<file path="config.mk">
export PLATFORM = sky130hd
export DESIGN_NAME = deadline_timer_queue
export DESIGN_NICKNAME = d
export VERILOG_FILES = /design/src/design/dtq_pkg.sv /design/src/design/dtq_ctrl.sv /design/src/design/dtq_datapath.sv /design/src/design/deadline_timer_queue.sv
export SDC_FILE = /design/constraint.sdc
export NUM_CORES = 2
export LEC_CHECK = 0
export BUFFER_PORTS_ARGS = -buffer_cell sky130_fd_sc_hd__buf_4
export CAP_MARGIN = 40
export CORE_ASPECT_RATIO = 0.8
export CORE_MARGIN = 4
export CORE_UTILIZATION = 55
export CTS_CLUSTER_SIZE = 12
export DETAILED_ROUTE_END_ITERATION = 8
export GPL_ROUTABILITY_DRIVEN = 0
export GPL_TIMING_DRIVEN = 0
export PLACE_DENSITY = 0.71
export REMOVE_ABC_BUFFERS = 1
export SYNTH_ARGS = -nofsm -noshare
export SYNTH_HDL_FRONTEND = slang
export SYNTH_SLANG_ARGS = --single-unit
</file>
<file path="constraint.sdc">
create_clock -name clk_i -period 33.7 [get_ports clk_i]
set_input_delay 6.74 -clock clk_i [delete_from_list [all_inputs] [get_ports clk_i]]
set_output_delay 6.74 -clock clk_i [all_outputs]
set_load 0.02 [all_outputs]
</file>
<file path="src/design/dtq_pkg.sv">
// ----------------------------------------------------------------------------
// dtq_pkg: shared types and constants for the deadline timer queue
// Request and result payloads, result codes, and the command/status bundles
// that join the controller and the datapath.
// ----------------------------------------------------------------------------
package dtq_pkg;

  localparam int unsigned TimeW  = 48;
  localparam int unsigned IdW    = 32;
  localparam int unsigned TagW   = 16;
  localparam int unsigned DelayW = 32;

  // Saturation value of the millisecond counter and of every deadline
  localparam logic [TimeW-1:0] TIME_MAX = {TimeW{1'b1}};

  // Most expired results that one tick may report
  localparam int unsigned RESULT_CAP = 16;
  localparam int unsigned CntW       = $clog2(RESULT_CAP + 1);

  typedef enum logic {
    CMD_REG  = 1'b0,
    CMD_TICK = 1'b1
  } cmd_e;

  typedef enum logic [1:0] {
    KIND_REG = 2'd0,
    KIND_EXP = 2'd1,
    KIND_REJ = 2'd2
  } kind_e;

  typedef struct packed {
    cmd_e              cmd;
    logic [DelayW-1:0] delay_ms;
    logic [TagW-1:0]   user_tag;
    logic              notify;
  } in_t;

  typedef struct packed {
    kind_e           kind;
    logic [IdW-1:0]  timer_id;
    logic [TagW-1:0] tag_out;
    logic            last;
  } out_t;

  // One stored timer
  typedef struct packed {
    logic [TimeW-1:0] deadline;
    logic [IdW-1:0]   id;
    logic [TagW-1:0]  tag;
    logic             notify;
  } entry_t;

  // Controller to datapath
  typedef struct packed {
    logic load_req;    // capture the incoming request
    logic tick;        // advance time, restart the result count
    logic start_scan;  // begin a search for the earliest due timer
    logic reg_commit;  // store the captured timer or reject it
    logic pop;         // remove the best timer found by the last scan
  } dp_cmd_t;

  // Datapath to controller
  typedef struct packed {
    logic full;
    logic scan_done;
    logic best_found;
    logic best_notify;
    logic cap_last;    // the next reported expiry reaches the cap
    logic out_free;
  } dp_sts_t;

endpackage

</file>
<file path="src/design/dtq_ctrl.sv">
// ----------------------------------------------------------------------------
// dtq_ctrl: sequencer of the deadline timer queue
// Accepts one request at a time and steps the datapath through registration
// or through the scan/pop rounds of a tick.
// ----------------------------------------------------------------------------
module dtq_ctrl
  import dtq_pkg::*;
(
  input  logic    clk_i,
  input  logic    rst_ni,
  input  logic    in_valid_i,
  input  cmd_e    in_cmd_i,
  output logic    in_stall_o,
  input  dp_sts_t sts_i,
  output dp_cmd_t cmd_o
);

  typedef enum logic [3:0] {
    ST_IDLE = 4'b0001,
    ST_REG  = 4'b0010,
    ST_SCAN = 4'b0100,
    ST_POP  = 4'b1000
  } state_e;

  state_e state_q, state_d;

  // Take a request only while idle
  assign in_stall_o = (state_q != ST_IDLE);

  // Next state and datapath commands
  always_comb begin
    state_d = state_q;
    cmd_o   = '0;
    case (state_q)
      ST_IDLE: begin
        if (in_valid_i) begin
          if (in_cmd_i == CMD_TICK) begin
            cmd_o.tick       = 1'b1;
            cmd_o.start_scan = 1'b1;
            state_d          = ST_SCAN;
          end else begin
            cmd_o.load_req = 1'b1;
            state_d        = ST_REG;
          end
        end
      end
      ST_REG: begin
        if (sts_i.out_free) begin
          cmd_o.reg_commit = 1'b1;
          state_d          = ST_IDLE;
        end
      end
      ST_SCAN: begin
        if (sts_i.scan_done) begin
          state_d = ST_POP;
        end
      end
      ST_POP: begin
        if (!sts_i.best_found) begin
          state_d = ST_IDLE;
        end else if (!sts_i.best_notify) begin
          // drop silently and look for the next one
          cmd_o.pop        = 1'b1;
          cmd_o.start_scan = 1'b1;
          state_d          = ST_SCAN;
        end else if (sts_i.out_free) begin
          cmd_o.pop = 1'b1;
          // stop at the cap, else keep scanning so due silent timers leave too
          if (sts_i.cap_last) begin
            state_d = ST_IDLE;
          end else begin
            cmd_o.start_scan = 1'b1;
            state_d          = ST_SCAN;
          end
        end
      end
      default: begin
        state_d = ST_IDLE;
      end
    endcase
  end

  // State register
  always_ff @(posedge clk_i or negedge rst_ni) begin
    if (!rst_ni) begin
      state_q <= ST_IDLE;
    end else begin
      state_q <= state_d;
    end
  end

endmodule

</file>
<file path="src/design/dtq_datapath.sv">
// ----------------------------------------------------------------------------
// dtq_datapath: time counter, timer store and result register
// Holds the timers in a memory scanned one slot per cycle, keeps the best
// due candidate, and drives the registered result port.
// ----------------------------------------------------------------------------
module dtq_datapath
  import dtq_pkg::*;
#(
  parameter int unsigned QUEUE_DEPTH = 16
) (
  input  logic    clk_i,
  input  logic    rst_ni,
  input  in_t     in_data_i,
  input  dp_cmd_t cmd_i,
  output dp_sts_t sts_o,
  input  logic    out_stall_i,
  output logic    out_valid_o,
  output out_t    out_data_o
);

  localparam int unsigned AW = $clog2(QUEUE_DEPTH);
  localparam int unsigned NW = $clog2(QUEUE_DEPTH + 1);
  localparam logic [AW-1:0] LastSlot = AW'(QUEUE_DEPTH - 1);
  localparam logic [CntW-1:0] CapLast = CntW'(RESULT_CAP - 1);

  logic [TimeW-1:0]       now_q;
  logic [IdW-1:0]         next_id_q;
  logic [QUEUE_DEPTH-1:0] valid_q;
  in_t                    req_q;

  entry_t                 mem [QUEUE_DEPTH];
  entry_t                 rd_q;
  logic [AW-1:0]          rd_slot_q;
  logic [AW-1:0]          scan_addr_q;
  logic                   scan_act_q;
  logic                   cmp_vld_q;

  logic                   best_found_q;
  logic [AW-1:0]          best_slot_q;
  entry_t                 best_q;
  logic [NW-1:0]          ncnt_q;
  logic [CntW-1:0]        emit_cnt_q;

  logic                   out_valid_q;
  out_t                   out_q, out_d;

  logic                   full;
  logic [AW-1:0]          free_slot;
  logic [TimeW:0]         dl_sum;
  logic [TimeW-1:0]       dl_new;
  logic                   cand_due, cand_better;
  logic                   pop_last, out_free, load_out, store;

  // Lowest free slot
  always_comb begin
    free_slot = '0;
    for (int i = QUEUE_DEPTH - 1; i >= 0; i--) begin
      if (!valid_q[i]) begin
        free_slot = AW'(i);
      end
    end
  end

  assign full  = &valid_q;
  assign store = cmd_i.reg_commit && !full;

  // Saturating deadline
  assign dl_sum = (TimeW+1)'(now_q) + (TimeW+1)'(req_q.delay_ms);
  assign dl_new = dl_sum[TimeW] ? TIME_MAX : dl_sum[TimeW-1:0];

  // Compare the slot read last cycle against the running best
  assign cand_due    = cmp_vld_q && valid_q[rd_slot_q] && (rd_q.deadline <= now_q);
  assign cand_better = !best_found_q || (rd_q.deadline < best_q.deadline) ||
                       ((rd_q.deadline == best_q.deadline) && (rd_q.id < best_q.id));

  assign pop_last = (emit_cnt_q == CapLast) || (ncnt_q == NW'(1));
  assign out_free = !out_valid_q || !out_stall_i;
  assign load_out = cmd_i.reg_commit || (cmd_i.pop && best_q.notify);

  // Result to load
  always_comb begin
    out_d = '0;
    if (cmd_i.reg_commit) begin
      if (full) begin
        out_d.kind = KIND_REJ;
      end else begin
        out_d.kind     = KIND_REG;
        out_d.timer_id = next_id_q;
      end
      out_d.last = 1'b1;
    end else begin
      out_d.kind     = KIND_EXP;
      out_d.timer_id = best_q.id;
      out_d.tag_out  = best_q.tag;
      out_d.last     = pop_last;
    end
  end

  // Timer store: one write port, one registered read port
  always_ff @(posedge clk_i) begin
    if (store) begin
      mem[free_slot] <= '{deadline: dl_new, id: next_id_q,
                          tag: req_q.user_tag, notify: req_q.notify};
    end
    rd_q      <= mem[scan_addr_q];
    rd_slot_q <= scan_addr_q;
  end

  // Payload registers
  always_ff @(posedge clk_i) begin
    if (cmd_i.load_req) begin
      req_q <= in_data_i;
    end
    if (cand_due && cand_better) begin
      best_q      <= rd_q;
      best_slot_q <= rd_slot_q;
    end
    if (load_out) begin
      out_q <= out_d;
    end
  end

  // Time, ids and occupancy
  always_ff @(posedge clk_i or negedge rst_ni) begin
    if (!rst_ni) begin
      now_q      <= '0;
      next_id_q  <= IdW'(1);
      valid_q    <= '0;
      emit_cnt_q <= '0;
    end else begin
      if (cmd_i.tick) begin
        if (now_q != TIME_MAX) begin
          now_q <= now_q + TimeW'(1);
        end
        emit_cnt_q <= '0;
      end
      if (store) begin
        valid_q[free_slot] <= 1'b1;
        next_id_q <= (next_id_q == {IdW{1'b1}}) ? IdW'(1) : next_id_q + IdW'(1);
      end
      if (cmd_i.pop) begin
        valid_q[best_slot_q] <= 1'b0;
        if (best_q.notify) begin
          emit_cnt_q <= emit_cnt_q + CntW'(1);
        end
      end
    end
  end

  // Scan sequencing and best tracking
  always_ff @(posedge clk_i or negedge rst_ni) begin
    if (!rst_ni) begin
      scan_addr_q  <= '0;
      scan_act_q   <= 1'b0;
      cmp_vld_q    <= 1'b0;
      best_found_q <= 1'b0;
      ncnt_q       <= '0;
    end else begin
      cmp_vld_q <= scan_act_q;
      if (cmd_i.start_scan) begin
        scan_addr_q  <= '0;
        scan_act_q   <= 1'b1;
        best_found_q <= 1'b0;
        ncnt_q       <= '0;
      end else begin
        if (scan_act_q) begin
          if (scan_addr_q == LastSlot) begin
            scan_act_q <= 1'b0;
          end else begin
            scan_addr_q <= scan_addr_q + AW'(1);
          end
        end
        if (cand_due) begin
          if (rd_q.notify) begin
            ncnt_q <= ncnt_q + NW'(1);
          end
          if (cand_better) begin
            best_found_q <= 1'b1;
          end
        end
      end
    end
  end

  // Result register handshake
  always_ff @(posedge clk_i or negedge rst_ni) begin
    if (!rst_ni) begin
      out_valid_q <= 1'b0;
    end else if (load_out) begin
      out_valid_q <= 1'b1;
    end else if (!out_stall_i) begin
      out_valid_q <= 1'b0;
    end
  end

  assign out_valid_o = out_valid_q;
  assign out_data_o  = out_q;

  assign sts_o.full        = full;
  assign sts_o.scan_done   = !scan_act_q && !cmp_vld_q;
  assign sts_o.best_found  = best_found_q;
  assign sts_o.best_notify = best_q.notify;
  assign sts_o.cap_last    = (emit_cnt_q == CapLast);
  assign sts_o.out_free    = out_free;

  // Never overwrite a result that has not been taken
  a_load_free : assert property (@(posedge clk_i) disable iff (!rst_ni)
    load_out |-> out_free)
    else $error("result register loaded while occupied");

  // The id counter skips zero
  a_id_nonzero : assert property (@(posedge clk_i) disable iff (!rst_ni)
    next_id_q != '0)
    else $error("next id is zero");

  // A pop frees exactly one occupied slot
  a_pop_frees : assert property (@(posedge clk_i) disable iff (!rst_ni)
    cmd_i.pop |=> ($countones(valid_q) + 1) == $past($countones(valid_q)))
    else $error("pop did not free one slot");

  // One tick never reports more than the cap
  a_cap : assert property (@(posedge clk_i) disable iff (!rst_ni)
    emit_cnt_q <= CntW'(RESULT_CAP))
    else $error("expired result count beyond cap");

endmodule

</file>
<file path="src/design/deadline_timer_queue.sv">
// A register request stores a timer due at now + delay_ms (saturated) and
// answers with its id, or with a reject when all QUEUE_DEPTH slots are
// taken. A tick request advances the millisecond counter and then runs
// rounds of a search over the timer memory, one slot per cycle through its
// single read port: each round removes the earliest due timer (ties by
// smaller id, then lower slot), and the rounds go on until one finds
// nothing due or the tick stops at the sixteenth reported expiry.
// Timers without notify leave without a result; a tick with nothing to report
// gives no result. The last result of each request has last set. Further
// requests stall until the current one is done; a waiting result does not
// block work on the next request until another result must be loaded.
// ----------------------------------------------------------------------------
// deadline_timer_queue: millisecond timer queue, top level
// Joins the sequencer and the datapath behind valid/stall request and result
// channels.
// ----------------------------------------------------------------------------
module deadline_timer_queue
  import dtq_pkg::*;
#(
  parameter int unsigned QUEUE_DEPTH = 16
) (
  input  logic clk_i,
  input  logic rst_ni,
  input  logic in_valid_i,
  output logic in_stall_o,
  input  in_t  in_data_i,
  output logic out_valid_o,
  input  logic out_stall_i,
  output out_t out_data_o
);

  dp_cmd_t dp_cmd;
  dp_sts_t dp_sts;

  // Sequencer
  dtq_ctrl u_ctrl (
    .clk_i      (clk_i),
    .rst_ni     (rst_ni),
    .in_valid_i (in_valid_i),
    .in_cmd_i   (in_data_i.cmd),
    .in_stall_o (in_stall_o),
    .sts_i      (dp_sts),
    .cmd_o      (dp_cmd)
  );

  // Timer store and result register
  dtq_datapath #(
    .QUEUE_DEPTH (QUEUE_DEPTH)
  ) u_datapath (
    .clk_i       (clk_i),
    .rst_ni      (rst_ni),
    .in_data_i   (in_data_i),
    .cmd_i       (dp_cmd),
    .sts_o       (dp_sts),
    .out_stall_i (out_stall_i),
    .out_valid_o (out_valid_o),
    .out_data_o  (out_data_o)
  );

endmodule

</file>
# Word level (Yosys, flattened, before mapping)
# Memories as Yosys holds them, arrays and structs flattened. A register that Yosys moved wholly into a read port is not among the register bits.
# Cells that the tools add are included.
# totals
ramBits	1552
elab_cells	160
reg_bits	323
memories	1
out_inout_bits	53
# classes
n_addsub	6
magnitude_cmp	8
reduce_logical	30
bitwise_logic	3
muxes	71
n_eq_ne	17
# memory_table
name	depth	word_bits	read_ports	rd_clocked_by_memory_dff	write_ports	line	rtl
u_datapath.mem	16	97	1	1	1	dtq_datapath.sv:31	entry_t mem [QUEUE_DEPTH];
# ops
operator	n
2-to-1 mux 4 bit	25
2-to-1 mux 32 bit	3
adder 48 x 32 -> 49 bit	1
adder 48 x 1 -> 48 bit (second input constant)	1
== test 48 bit	1
less-or-equal comparator 48 bit	1
less-than comparator 48 bit	1
2-to-1 mux 48 bit	1
inequality test 48 bit (second input constant)	1
adder 32 x 1 -> 32 bit (second input constant)	1
== test 32 bit (second input constant)	1
less-than comparator 32 bit	1
2-to-1 mux 16 bit	2
2-to-1 mux 5 bit	6
2-to-1 mux 1 bit	23
AND 16 bit	1
inverter 16 bit	1
bitwise OR 16 bit	1
case mux 4 bit (4 select lines)	1
AND reduction 16 bit	1
less-than comparator 4 x 5 -> 1 bit (second input constant)	3
adder 5 x 1 -> 5 bit (second input constant)	2
logical AND 1 bit	9
2-to-1 mux 3 bit	3
other kinds (21)	44

# Logic depth before layout (Yosys ltp)
# logic_depth
depth_word	24
mapped_depth	12
ltp_nobuf	11

# Hierarchy
# A second synthesis with hierarchy kept.
# unflattened
cells_unflattened	3951
hier_area_um2	78024.8
# by_module_without_submodules
module	seq_area_each_um2	cells_each	area_each_um2	n_inst
dtq_datapath	57516.4	3912	77674.5	1
dtq_ctrl	101.3	39	350.3	1

# Worst setup path after synthesis
# No wires, ideal clock.
# synth_timing
path_kind	input-to-reg
from	in out_stall_i
to	mem u_datapath.mem[3][0] in the netlist's numbering, enable pin
slack_ps	16347
t_arrival_ps	16561
setup_ps	791
required_time_ps	32909
stages	6
cell_sequence	nand2_1 -> and4b_1 -> buf_6 -> inv_4 -> clkbuf_1 -> nor4_1
# synth_between
elab_chain_len	7
# synth_rtl
item	line	rtl
from (decl)	deadline_timer_queue.sv:28	input logic out_stall_i,
logical NOT 1 bit	dtq_datapath.sv:77	assign out_free = !out_valid_q || !out_stall_i;
logical OR 1 bit	dtq_datapath.sv:77	
2-to-1 mux 1 bit	dtq_ctrl.sv:48	if (sts_i.out_free) begin
2-to-1 mux 1 bit	dtq_ctrl.sv:34	case (state_q)
logical AND 1 bit	dtq_datapath.sv:65	assign store = cmd_i.reg_commit && !full;
2-to-1 mux 1 bit	dtq_datapath.sv:101	if (store) begin
2-to-1 mux 1 bit (not written as such)	dtq_datapath.sv:102	mem[free_slot] <= '{deadline: dl_new, id: next_id_q,
to (decl)	dtq_datapath.sv:31	
# No other way between the ends.

# Worst setup path after layout
# layout_timing
from	in out_stall_i
to	mem u_datapath.mem[14][15] in the netlist's numbering, enable pin
# The elaborated chain is that of the path after synthesis.

==> impl_metrics.json <==
{
  "reg2reg_from": "u_ctrl.state_q[2]",
  "drtIter0Drc": 4290,
  "finalClockSkew_ps": 24.2,
  "cap_violations": 0,
  "num_vias": 39900,
  "synthTopCellsByArea": "edfxtp_1, mux4_2, dfrtp_1, ha_1, dfxtp_1",
  "worstPathArrival_ps": 10950,
  "ys_seq_elements": 1972,
  "grt_pass1_wl_mm": 268,
  "min_path_type": "reg -> reg",
  "r2r_end": "u_datapath.mem[14][15]",
  "post_synth.cell_area_avg_um2": 19.6,
  "via_per_inst": 6.28,
  "ir_drop_mv": 0.0818,
  "endpoint_kind": "flip-flop",
  "rr_worst_depth": 14,
  "max_freq_mhz": 95.7,
  "yosys.area.top_type_share": 0.675,
  "die_area_mm2": 0.148,
  "status": "complete, no violations",
  "path_depth": 15,
  "fin_nets": 4541,
  "port_buffers": 106,
  "cp_data_required_time_ps": 34200,
  "path_cells": "buf_4 > nand2_1 > and4b_2 > buf_16 > inv_4 > nor3_1 > nand2b_1 > nor2_1 > nand2_1 > nor2_4 > buf_12 > buf_12 > buf_12 > buf_16 > buf_16",
  "final_common_cell": "edfxtp_1",
  "numClockSinks": 1972,
  "n_antenna_cell": 0,
  "grt_use_met3": 0.0466,
  "yosys.area.top_type": "edfxtp_1",
  "antenna_found_initial": 1,
  "grt.total_usage": 0.247,
  "finalSetupViolations": 0,
  "insertion_delay_ps": 810,
  "drc": 0,
  "top_usage_layer": "met2",
  "path_delay_family": "simple AND/OR/NAND/NOR gates",
  "synthDistinctLibCells": 83,
  "syn-cell-area_mm2": 0.0779,
  "use_met1": 0.366,
  "hold-worst-slack_ps": 400,
  "cpPeakStageDelay_ps": 640,
  "wl_per_cell_um": 28.4,
  "slew_viol_final": 0,
  "drive_above_1_share": 0.242,
  "cp-endpoint": "u_datapath.mem[14][15]",
  "grt_max_degree": 73,
  "r2r_slack_ps": 28920,
  "crit_start": "out_stall_i",
  "ioPinCount": 107,
  "post_cts_buffers": 0,
  "period_minus_slack_ps": 10450,
  "synth-warning-count": 0,
  "die_width_um": 429,
  "path_max_fanout": 32,
  "postRouteAntennaNets": 0,
  "hold_viol": 0,
  "grt_setup_unrepaired": "false",
  "syn2layout_area_growth_pct": 15.3,
  "synth-async-reset-ratio": 0.0598,
  "grt_pass1_vias": 40100,
  "htreeDepth": 4,
  "path_class": "in -> reg",
  "fill_cells": 9286,
  "wl_mm": 181,
  "cts.clk_slew.worst_paths_ps": 60,
  "rows": 123,
  "grt_remaining_overflow": 0,
  "p_leak_nw": 30.0,
  "final.period_utilization": 0.310,
  "finish.utilization": 0.639,
  "grtUsageMet2": 0.377,
  "clockRootBuffer": "clkbuf_16",
  "worst_setup_path_start_kind": "input pin",
  "core_mm2": 0.141,
  "min_path_cells": 0,
  "cts_buffer_depth": 3,
  "p_per_area_mw_per_mm2": 72.4,
  "dpl.hpwl_mm": 115,
  "synth_edf_count": 1753,
  "dieHeight_um": 345,
  "cp_num_buf_inv": 8,
  "cts_tree": "built",
  "netlist_instances": 3968,
  "ys.flop_type": "edfxtp_1",
  "ys_seq_area_frac": 0.739,
  "cts_resized": 0,
  "cts_made_buffers": 192,
  "slowest_stage": "and4b_2",
  "first_pass_iters": 6,
  "final_cell_mix": "edfxtp_1, mux4_2, clkbuf_16",
  "relSlewSlack": 0.395,
  "worst_pin_slew_ps": 908,
  "start_util": 0.554,
  "hold_buffers": 0
}
## metrics by stage
stage,setup TNS [ps],worst slack (ps),power [mW],cells,cell area (um^2)
floorplan,0,15990,4.50,3817,77400
global placement,-87520,-942,5.21,5798,80500
detailed placement,0,22500,4.57,6000,84100
CTS,0,23360,6.55,6356,89900
global route,0,23090,6.78,6357,89900
finish,0,23250,6.50,6357,89900
## state kept, by name, indices dropped and copies added (netlist names), 16 cells and up
register,cells
u_datapath.rd_q,97
u_datapath.next_id_q,32
u_datapath.best_q,96
u_datapath.req_q,49
u_datapath.out_data_o,51
u_datapath.mem,1552
u_datapath.valid_q,16
u_datapath.now_q,48
## area by class of cell
type / count / area (um^2) / area share
sequential: 1972 / 57600 / 0.641
multi-input combinational: 1687 / 19300 / 0.215
clock buffer: 321 / 5430 / 0.0604
timing repair buffer: 309 / 4270 / 0.0475
tap: 1875 / 2350 / 0.0261
inverter: 158 / 596 / 0.00663
clock inverter: 35 / 293 / 0.00326
## layer usage
metal,vias up,part of all wire
met5,-,0
met4,0,0.029
met3,320,0.083
met2,1867,0.47
met1,20900,0.42
li1,16900,-
## synth_stat cells, drive strengths merged, types with 3 or more instances
master / count
a2111oi: 3
a211oi: 18
a21boi: 7
a21o: 21
a21oi: 90
a221oi: 6
a2bb2oi: 4
a31oi: 22
a32oi: 4
a41o: 3
and2: 24
and3: 17
and4: 8
buf: 35
clkbuf: 116
dfrtp: 116
dfxtp: 101
edfxtp: 1753
ha: 166
inv: 158
mux2: 4
mux4: 490
nand2: 177
nand2b: 14
nand3: 61
nand3b: 4
nand4: 44
nor2: 111
nor2b: 10
nor3: 43
nor3b: 3
nor4: 27
o211a: 3
o211ai: 11
o21a: 11
o21ai: 107
o21bai: 7
o31ai: 4
o41ai: 3
or2: 6
or3: 8
or4: 14
xnor2: 75
xor2: 27
## how the worst min path moves through the flow
stage / start / end / slack (ps)
2_1_floorplan: u_datapath.scan_act_q / u_datapath.cmp_vld_q / 380
3_3_place_gp: u_datapath.rd_q[15] / u_datapath.best_q[15] / 390
3_5_place_dp: u_datapath.rd_q[7] / u_datapath.best_q[7] / 390
4_1_cts: u_datapath.rd_q[7] / u_datapath.best_q[7] / 400
5_1_grt: u_datapath.rd_q[15] / u_datapath.best_q[15] / 410
6_report: u_datapath.rd_q[2] / u_datapath.best_q[2] / 400
## cell families after synthesis
family | after synthesis | share of synthesized area
fa+ha+maj | 167 | 0.0269
flops | 1972 | 0.739
simple gates | 578 | 0.0369
buf+inv | 309 | 0.0151
compound gates | 344 | 0.0279
xor+xnor | 102 | 0.0115
mux | 496 | 0.142
## power by group
group	switching, mW	internal (mW)	leakage [nW]
logic	0.752	0.691	9.07
registers	0.156	2.92	18.2
clock network	0.880	1.10	2.75
total	1.79	4.71	30.0
No activity file was read; power rests on OpenSTA's default activity.
